`src/design/ctp_pkg.sv`:
```
package ctp_pkg;

  // Result status codes
  typedef enum logic [2:0] {
    ST_OK         = 3'd0,
    ST_BAD_INT    = 3'd1,
    ST_MISSING_OP = 3'd2,
    ST_INVALID_OP = 3'd3,
    ST_LEN_RANGE  = 3'd4
  } status_t;

  // Result item kinds
  typedef enum logic {
    KIND_OP  = 1'b0,
    KIND_END = 1'b1
  } kind_t;

  localparam int unsigned ACC_W      = 32;
  localparam int unsigned LEN_W      = 28;
  localparam int unsigned CODE_W     = 4;
  localparam int unsigned PROD_W     = ACC_W + 4;
  localparam logic [ACC_W-1:0] MAX_OP_LENGTH = 32'h0FFF_FFFF;
  localparam logic [ACC_W-1:0] ACC_MAX       = 32'hFFFF_FFFF;
  localparam logic [7:0] CHAR_STAR  = 8'h2A;
  localparam logic [7:0] CHAR_ZERO  = 8'h30;
  localparam logic [7:0] CHAR_NINE  = 8'h39;

  // BAM operation codes
  localparam logic [CODE_W-1:0] OP_M  = 4'd0;
  localparam logic [CODE_W-1:0] OP_I  = 4'd1;
  localparam logic [CODE_W-1:0] OP_D  = 4'd2;
  localparam logic [CODE_W-1:0] OP_N  = 4'd3;
  localparam logic [CODE_W-1:0] OP_S  = 4'd4;
  localparam logic [CODE_W-1:0] OP_H  = 4'd5;
  localparam logic [CODE_W-1:0] OP_P  = 4'd6;
  localparam logic [CODE_W-1:0] OP_EQ = 4'd7;
  localparam logic [CODE_W-1:0] OP_X  = 4'd8;

  // FIFO sizing
  localparam int unsigned FIFO_DEPTH = 4;
  localparam int unsigned PTR_W      = 2;
  localparam int unsigned CNT_W      = 3;

  typedef struct packed {
    logic              kind;
    logic [CODE_W-1:0] code;
    logic [LEN_W-1:0]  length;
    logic [2:0]        status;
    logic              run_end;
  } result_t;

  // Push request from the parser to the result queue
  typedef struct packed {
    logic first;
    logic second;
  } push_t;

  typedef struct packed {
    logic              valid;
    logic [CODE_W-1:0] code;
  } op_lookup_t;

  function automatic op_lookup_t op_lookup(input logic [7:0] c);
    op_lookup_t r;
    r.valid = 1'b1;
    r.code  = OP_M;
    case (c)
      8'h4D: r.code = OP_M;
      8'h49: r.code = OP_I;
      8'h44: r.code = OP_D;
      8'h4E: r.code = OP_N;
      8'h53: r.code = OP_S;
      8'h48: r.code = OP_H;
      8'h50: r.code = OP_P;
      8'h3D: r.code = OP_EQ;
      8'h58: r.code = OP_X;
      default: r.valid = 1'b0;
    endcase
    return r;
  endfunction

endpackage

```
`src/design/ctp_parse.sv`:
```
module ctp_parse (
  input  logic             clk,
  input  logic             rst,
  input  logic             text_valid,
  output logic             text_ready,
  input  logic [7:0]       text_byte,
  input  logic             record_last,
  input  logic             room,
  output ctp_pkg::push_t   push,
  output ctp_pkg::result_t first_entry,
  output ctp_pkg::result_t second_entry
);
  import ctp_pkg::*;

  logic             s1_valid;
  logic [7:0]       s1_byte;
  logic             s1_last;
  logic             advance;

  logic [ACC_W-1:0] acc, acc_next;
  logic             ovf, ovf_next;
  logic             seen, seen_next;
  logic             start, start_next;
  status_t          err, err_next;

  logic             lone_star;
  logic             is_digit;
  logic [PROD_W-1:0] prod;
  op_lookup_t       lk;
  logic             op_emit;
  status_t          end_status;

  // Input register: take a new transaction when empty or draining
  assign advance    = s1_valid && room;
  assign text_ready = !s1_valid || room;

  always_ff @(posedge clk) begin
    if (rst) begin
      s1_valid <= 1'b0;
    end else if (text_ready) begin
      s1_valid <= text_valid;
    end
    if (text_ready && text_valid) begin
      s1_byte <= text_byte;
      s1_last <= record_last;
    end
  end

  // Decode the held byte
  assign lone_star = start && (s1_byte == CHAR_STAR) && s1_last;
  assign is_digit  = (s1_byte >= CHAR_ZERO) && (s1_byte <= CHAR_NINE);
  assign prod      = {1'b0, acc, 3'b000} + {3'b000, acc, 1'b0}
                   + {{(PROD_W-4){1'b0}}, s1_byte[3:0]};
  assign lk        = op_lookup(s1_byte);

  // Next parse state and results
  always_comb begin
    acc_next   = acc;
    ovf_next   = ovf;
    seen_next  = seen;
    err_next   = err;
    op_emit    = 1'b0;
    end_status = ST_OK;

    if (err == ST_OK && !lone_star) begin
      if (is_digit) begin
        if (!ovf) begin
          if (prod > {4'b0000, ACC_MAX}) begin
            ovf_next = 1'b1;
          end else begin
            acc_next = prod[ACC_W-1:0];
          end
        end
        seen_next = 1'b1;
      end else begin
        if (!seen || ovf) begin
          err_next = ST_BAD_INT;
        end else if (!lk.valid) begin
          err_next = ST_INVALID_OP;
        end else if (acc > MAX_OP_LENGTH) begin
          err_next = ST_LEN_RANGE;
        end else begin
          op_emit = 1'b1;
        end
        acc_next  = '0;
        ovf_next  = 1'b0;
        seen_next = 1'b0;
      end
    end
    start_next = 1'b0;

    // Close the record and return to reset values
    if (s1_last) begin
      end_status = err_next;
      if (err_next == ST_OK && seen_next) begin
        end_status = ovf_next ? ST_BAD_INT : ST_MISSING_OP;
      end
      acc_next   = '0;
      ovf_next   = 1'b0;
      seen_next  = 1'b0;
      start_next = 1'b1;
      err_next   = ST_OK;
    end
  end

  // Hold parse state until the transaction advances
  always_ff @(posedge clk) begin
    if (rst) begin
      acc   <= '0;
      ovf   <= 1'b0;
      seen  <= 1'b0;
      start <= 1'b1;
      err   <= ST_OK;
    end else if (advance) begin
      acc   <= acc_next;
      ovf   <= ovf_next;
      seen  <= seen_next;
      start <= start_next;
      err   <= err_next;
    end
  end

  // Form up to two result entries
  always_comb begin
    result_t op_r, end_r;
    op_r.kind    = KIND_OP;
    op_r.code    = lk.code;
    op_r.length  = acc[LEN_W-1:0];
    op_r.status  = ST_OK;
    op_r.run_end = !s1_last;
    end_r.kind    = KIND_END;
    end_r.code    = '0;
    end_r.length  = '0;
    end_r.status  = end_status;
    end_r.run_end = 1'b1;

    push.first   = advance && (op_emit || s1_last);
    push.second  = advance && op_emit && s1_last;
    first_entry  = op_emit ? op_r : end_r;
    second_entry = end_r;
  end

endmodule

```
`src/design/ctp_fifo.sv`:
```
module ctp_fifo (
  input  logic             clk,
  input  logic             rst,
  input  ctp_pkg::push_t   push,
  input  ctp_pkg::result_t first_entry,
  input  ctp_pkg::result_t second_entry,
  output logic             room,
  output logic             result_valid,
  input  logic             result_ready,
  output ctp_pkg::result_t head
);
  import ctp_pkg::*;

  result_t          entries [FIFO_DEPTH];
  logic [PTR_W-1:0] wr_ptr, rd_ptr;
  logic [CNT_W-1:0] count, count_next;
  logic             pop;
  logic [CNT_W-1:0] n_push;

  assign result_valid = (count != '0);
  assign pop          = result_valid && result_ready;
  assign room         = (count <= CNT_W'(FIFO_DEPTH - 2));
  assign head         = entries[rd_ptr];
  assign n_push       = CNT_W'(push.first) + CNT_W'(push.second);
  assign count_next   = count + n_push - CNT_W'(pop);

  // Store pushed results
  always_ff @(posedge clk) begin
    if (push.first) begin
      entries[wr_ptr] <= first_entry;
    end
    if (push.second) begin
      entries[wr_ptr + PTR_W'(1)] <= second_entry;
    end
  end

  // Advance pointers and occupancy
  always_ff @(posedge clk) begin
    if (rst) begin
      wr_ptr <= '0;
      rd_ptr <= '0;
      count  <= '0;
    end else begin
      wr_ptr <= wr_ptr + n_push[PTR_W-1:0];
      if (pop) begin
        rd_ptr <= rd_ptr + PTR_W'(1);
      end
      count <= count_next;
    end
  end

endmodule

```
`src/design/cigar_text_parser_core.sv`:
```
// CIGAR text parser: feed one record byte per text transaction, with
// record_last set on its final byte. Each operation character emits an
// operation result (BAM code and length), and the last byte of a record also
// emits a record-end result carrying the status; a lone '*' record gives only
// the record end. If the status is not ok, drop the operations already
// received for that record. Bytes are taken at one per clock while the queue
// has room. A byte that ends a record right after an operation yields two
// results, but that operation needs a digit byte before it, which yields
// none, so a consumer that takes one result per clock never stalls the
// input; the input holds only while more than two results wait in the queue.
// A taken byte waits in an input register until the result queue has room;
// the four-entry result queue decouples the two sides.
module cigar_text_parser_core (
  input  logic        clk,
  input  logic        rst,
  input  logic        text_valid,
  output logic        text_ready,
  input  logic [7:0]  text_byte,
  input  logic        record_last,
  output logic        result_valid,
  input  logic        result_ready,
  output logic        result_kind,
  output logic [3:0]  op_code,
  output logic [27:0] op_length,
  output logic [2:0]  status,
  output logic        run_end
);
  import ctp_pkg::*;

  push_t   push;
  result_t first_entry, second_entry, head;
  logic    room;

  ctp_parse u_parse (
    .clk          (clk),
    .rst          (rst),
    .text_valid   (text_valid),
    .text_ready   (text_ready),
    .text_byte    (text_byte),
    .record_last  (record_last),
    .room         (room),
    .push         (push),
    .first_entry  (first_entry),
    .second_entry (second_entry)
  );

  ctp_fifo u_fifo (
    .clk          (clk),
    .rst          (rst),
    .push         (push),
    .first_entry  (first_entry),
    .second_entry (second_entry),
    .room         (room),
    .result_valid (result_valid),
    .result_ready (result_ready),
    .head         (head)
  );

  // Drive result fields from the queue head
  assign result_kind = head.kind;
  assign op_code     = head.code;
  assign op_length   = head.length;
  assign status      = head.status;
  assign run_end     = head.run_end;

endmodule

```
`config.mk`:
```
export PLATFORM = sky130hd
export DESIGN_NAME = cigar_text_parser_core
export DESIGN_NICKNAME = d
export VERILOG_FILES = /design/src/design/ctp_pkg.sv /design/src/design/ctp_parse.sv /design/src/design/ctp_fifo.sv /design/src/design/cigar_text_parser_core.sv
export SDC_FILE = /design/constraint.sdc
export NUM_CORES = 1
export LEC_CHECK = 0
export BUFFER_PORTS_ARGS = -buffer_cell sky130_fd_sc_hd__buf_2
export CORE_UTILIZATION = 45
export DETAILED_ROUTE_END_ITERATION = 8
export GPL_ROUTABILITY_DRIVEN = 0
export PLACE_DENSITY = 0.64
export SLEW_MARGIN = 0
export SYNTH_ARGS = -nofsm -noshare
export SYNTH_HDL_FRONTEND = slang
export SYNTH_SLANG_ARGS = --single-unit
```
`constraint.sdc`:
```
create_clock -name clk -period 4.2 [get_ports clk]
set_input_delay 0.84 -clock clk [delete_from_list [all_inputs] [get_ports clk]]
set_output_delay 0.84 -clock clk [all_outputs]
set_load 0.01 [all_outputs]
```
==> impl_metrics.tcl <==
set metrics [dict create \
    status "finished, final reports clean" \
    holdWs_ns 0.448 \
    top_layer "met4" \
    vias_per_cell 5.67 \
    cp.arrival_ns 4.46 \
    relSlewSlack_pct 23.4 \
    grt_pass1_vias 7949 \
    drv_cap 0 \
    numCtsBuffers 22 \
    drcViolationCount 0 \
    synth_compound_area_share_pct 11.9 \
    powerDensity_nw_per_um2 377 \
    clkTransAtPathRegs_ns 0.06 \
    antenna_left 0 \
    cp_num_cells 15 \
    die_y_um 159 \
    tightest_slew_ns 1.14 \
    ys_seq_elements 205 \
    cts_tree "done" \
    synthCells 1077 \
    cpLargestDelayFamily "compound AO/OA/AOI/OAI gates" \
    tns_ns 0 \
    synthMuxAreaShare_pct 19.2 \
    synth.yosys.warnings 0 \
    antenna_found_initial 0 \
    io-pin-count 52 \
    max-vdd-ir-drop_uv 291 \
    grt_max_degree 38 \
    synth_flop_cell "dfxtp_1" \
    io_buffer_count 51 \
    end_kind "flop" \
    place_inst 1408 \
    synth_top_cell_by_area "dfxtp_1" \
    rows 56 \
    finalCriticalPeriod_ns 4.01 \
    synthArstFlopShare_pct 0 \
    finalNonFillerCells 1455 \
    clock-root-buffer "clkbuf_16" \
    netlist_area_um2 11000 \
    synth_xor_area_share_pct 2.94 \
    cts_hold_buf 0 \
    maxSlewViolCount 0 \
    finalSetupViolCount 0 \
    leakage_uw 0.00607 \
    num_antenna_cells 0 \
    dieArea_um2 25100 \
    power.total_uw 4710 \
    drt-total-wl_um 26500 \
    max_stage_delay_ns 0.54 \
    crit_fanout 8 \
    synth_top_family_by_area "multiplexers" \
    crit_required_ns 4.65 \
    drt-met1-wl_um 12500 \
    synth_area_per_cell_um2 10.2 \
    start_util_pct 46.4 \
    skew_ns 0.0165 \
    cp-startpoint "u_parse.acc[0]$_SDFFE_PP0P_" \
    vias 8249 \
    clkLatencyLatePin_ns 0.51 \
    crit_slowest_cell "fa_1" \
    path_buf_inv 4 \
    synth_adder_area_share_pct 8.26 \
    nets 1205 \
    cts_num_sinks 205 \
    design.core.area_um2 23800 \
    ys_types 79 \
    synthToLayoutAreaGrowth_pct 13.3 \
    synthesis.nets 1161 \
    crit_chain "inv_1, fa_1, inv_1, fa_2, a211oi_4, o21ai_2, a21oi_4, o221ai_2, a2111oi_4, nor3_2, or3_4, nor4_4, buf_4, clkbuf_4, a22o_1" \
    drt_first_pass_iters 5 \
    die_width_um 159 \
    hp-class "flop to flop" \
    r2r_cells 15 \
    dr_wl_met3_um 1060 \
    critPathKind "flop to flop" \
    grt_pass1_wl_um 42000 \
    place_area_um2 11600 \
    layout-drive-gt1-share_pct 16.5 \
    r2r-end "u_parse.acc[21]$_SDFFE_PP0P_" \
    grt_overflow_total 0 \
    synth_edf_count 21 \
    drtIter0Drc 569 \
    final_hold_viol_count 0 \
    fin_crit_sh_pct 95.6 \
    wire_per_inst_um 18.2 \
    design_area_um2 12500 \
    worstReg2RegStart "u_parse.acc[0]$_SDFFE_PP0P_" \
    r2r_slack_ns 0.19 \
    cp_common_cell "inv_1" \
    cts.path.max_buffers 3 \
    synth-simple-area-share_pct 14.6 \
    cp-start-kind "flop" \
    grt_usage_pct 21.2 \
    synth_top_area_share_pct 33.4 \
    dr_wl_met2_um 12200 \
    ctsHtreeMaxLevel 1 \
    synthTopCellsByArea "dfxtp_1, mux2i_1, ha_1" \
    hpwlAfterDp_um 18100 \
    ys_seq_area_share_pct 39.1 \
    max_freq_mhz 249 \
    endpoint "u_parse.acc[21]$_SDFFE_PP0P_" \
]
[sequential cells by signal, summed over array words and instances (netlist names), named ones only]
| signal | flops |
|---|---|
| u_fifo.wr_ptr | 2 |
| u_fifo.entries | 148 |
| u_parse.seen | 1 |
| u_parse.ovf | 1 |
| u_fifo.count | 3 |
| u_parse.s1_byte | 8 |
| u_fifo.rd_ptr | 2 |
| u_parse.start | 1 |
| u_parse.acc | 32 |
| u_parse.s1_valid | 1 |
| u_parse.s1_last | 1 |
| u_parse.err | 3 |
[cell usage after synthesis (all sizes together), types with 9 or more instances]
cell / n
dfxtp: 184
nor2: 169
mux2i: 128
ha: 68
a21oi: 51
nand2: 45
mux4: 37
buf: 33
a22o: 32
and2: 31
clkbuf: 31
o21ai: 22
xnor2: 22
edfxtp: 21
inv: 21
a21o: 17
xor2: 15
nor4: 12
nor3: 11
o211ai: 9
o21a: 9
[worst reg2reg max path, cell delays in order (launching register included)]
cell,delay [ns]
dfxtp_1,0.38
inv_1,0.10
fa_1,0.54
inv_1,0.07
fa_2,0.43
a211oi_4,0.24
o21ai_2,0.12
a21oi_4,0.21
o221ai_2,0.16
a2111oi_4,0.38
nor3_2,0.11
or3_4,0.37
nor4_4,0.35
buf_4,0.18
clkbuf_4,0.18
a22o_1,0.13
[placed cells by master, fill, tap and decap left out, types with 8 or more instances in the layout]
master     instances
nor2b_1            8
xnor2_1           22
and2_1            31
a21o_1            16
nor3_1             9
mux2i_1          128
nand2_1           45
o21ai_0           18
xor2_1            15
clkbuf_16         27
o21a_1             8
mux4_2            37
o211ai_1           9
a21oi_1           49
inv_1             21
a22o_1            32
ha_1              68
dfxtp_1          182
buf_2             51
nor2_1           167
edfxtp_1          21
buf_4             26
nor4_1             8
[logic make-up after synthesis]
family          after synthesis
compound gates              183
xor+xnor                     37
fa+ha+maj                    71
buf+inv                      85
flops                       205
mux                         165
simple gates                331
[report_power, final]
group,internal [uW],total (uW),leakage [uW],switching [uW]
registers,2030,2110,0.00168,79.3
logic,237,514,0.00401,277
clock network,1280,2080,0.000385,806
[layer usage]
| metal | vias up | GRT usage (%) |
|---|---|---|
| met3 | 47 | 2.45 |
| met1 | 4009 | 29.2 |
| met5 | - | 0 |
| met4 | 0 | 6.96 |
| li1 | 4003 | - |
| met2 | 190 | 34.7 |
[final cells by class]
class	count	area (um2)
flip-flops and latches	205	4320
fillers	2112	11300
clock inverters	9	111
repair buffers	84	561
inverters	21	78.8
multi-input cells	787	6340
well taps	319	399
clock buffers	30	687
[timing repair]
item,in CTS,in global routing
setup endpoints to repair,0,35
gates resized for setup,0,11
buffers inserted,0,6
[worst min path at each step]
| stage | start | cells past startpoint | to | slack (ns) |
|---|---|---|---|---|
| floorplan | u_parse.start$_SDFFE_PP1P_ | 2 | u_parse.start$_SDFFE_PP1P_ | 0.41 |
| global placement | u_fifo.entries[3][36]$_SDFFE_PP1P_ | 1 | u_fifo.entries[3][36]$_SDFFE_PP1P_ | 0.43 |
| detailed placement | u_fifo.entries[3][36]$_SDFFE_PP1P_ | 1 | u_fifo.entries[3][36]$_SDFFE_PP1P_ | 0.44 |
| CTS | u_fifo.entries[3][36]$_SDFFE_PP1P_ | 1 | u_fifo.entries[3][36]$_SDFFE_PP1P_ | 0.45 |
| global route | u_parse.start$_SDFFE_PP1P_ | 2 | u_parse.start$_SDFFE_PP1P_ | 0.47 |
| finish | u_fifo.entries[2][36]$_SDFFE_PP1P_ | 2 | u_fifo.entries[2][36]$_SDFFE_PP1P_ | 0.45 |
[through the flow]
step	setup WS, ns	utilization [%]
floorplan	0.215	-
global placement	0.253	48.8
detailed placement	0.142	48.8
CTS	0.143	52.2
global route	-0.00806	52.6
finish	0.186	52.6
No activity file was read; power rests on OpenSTA's default activity.
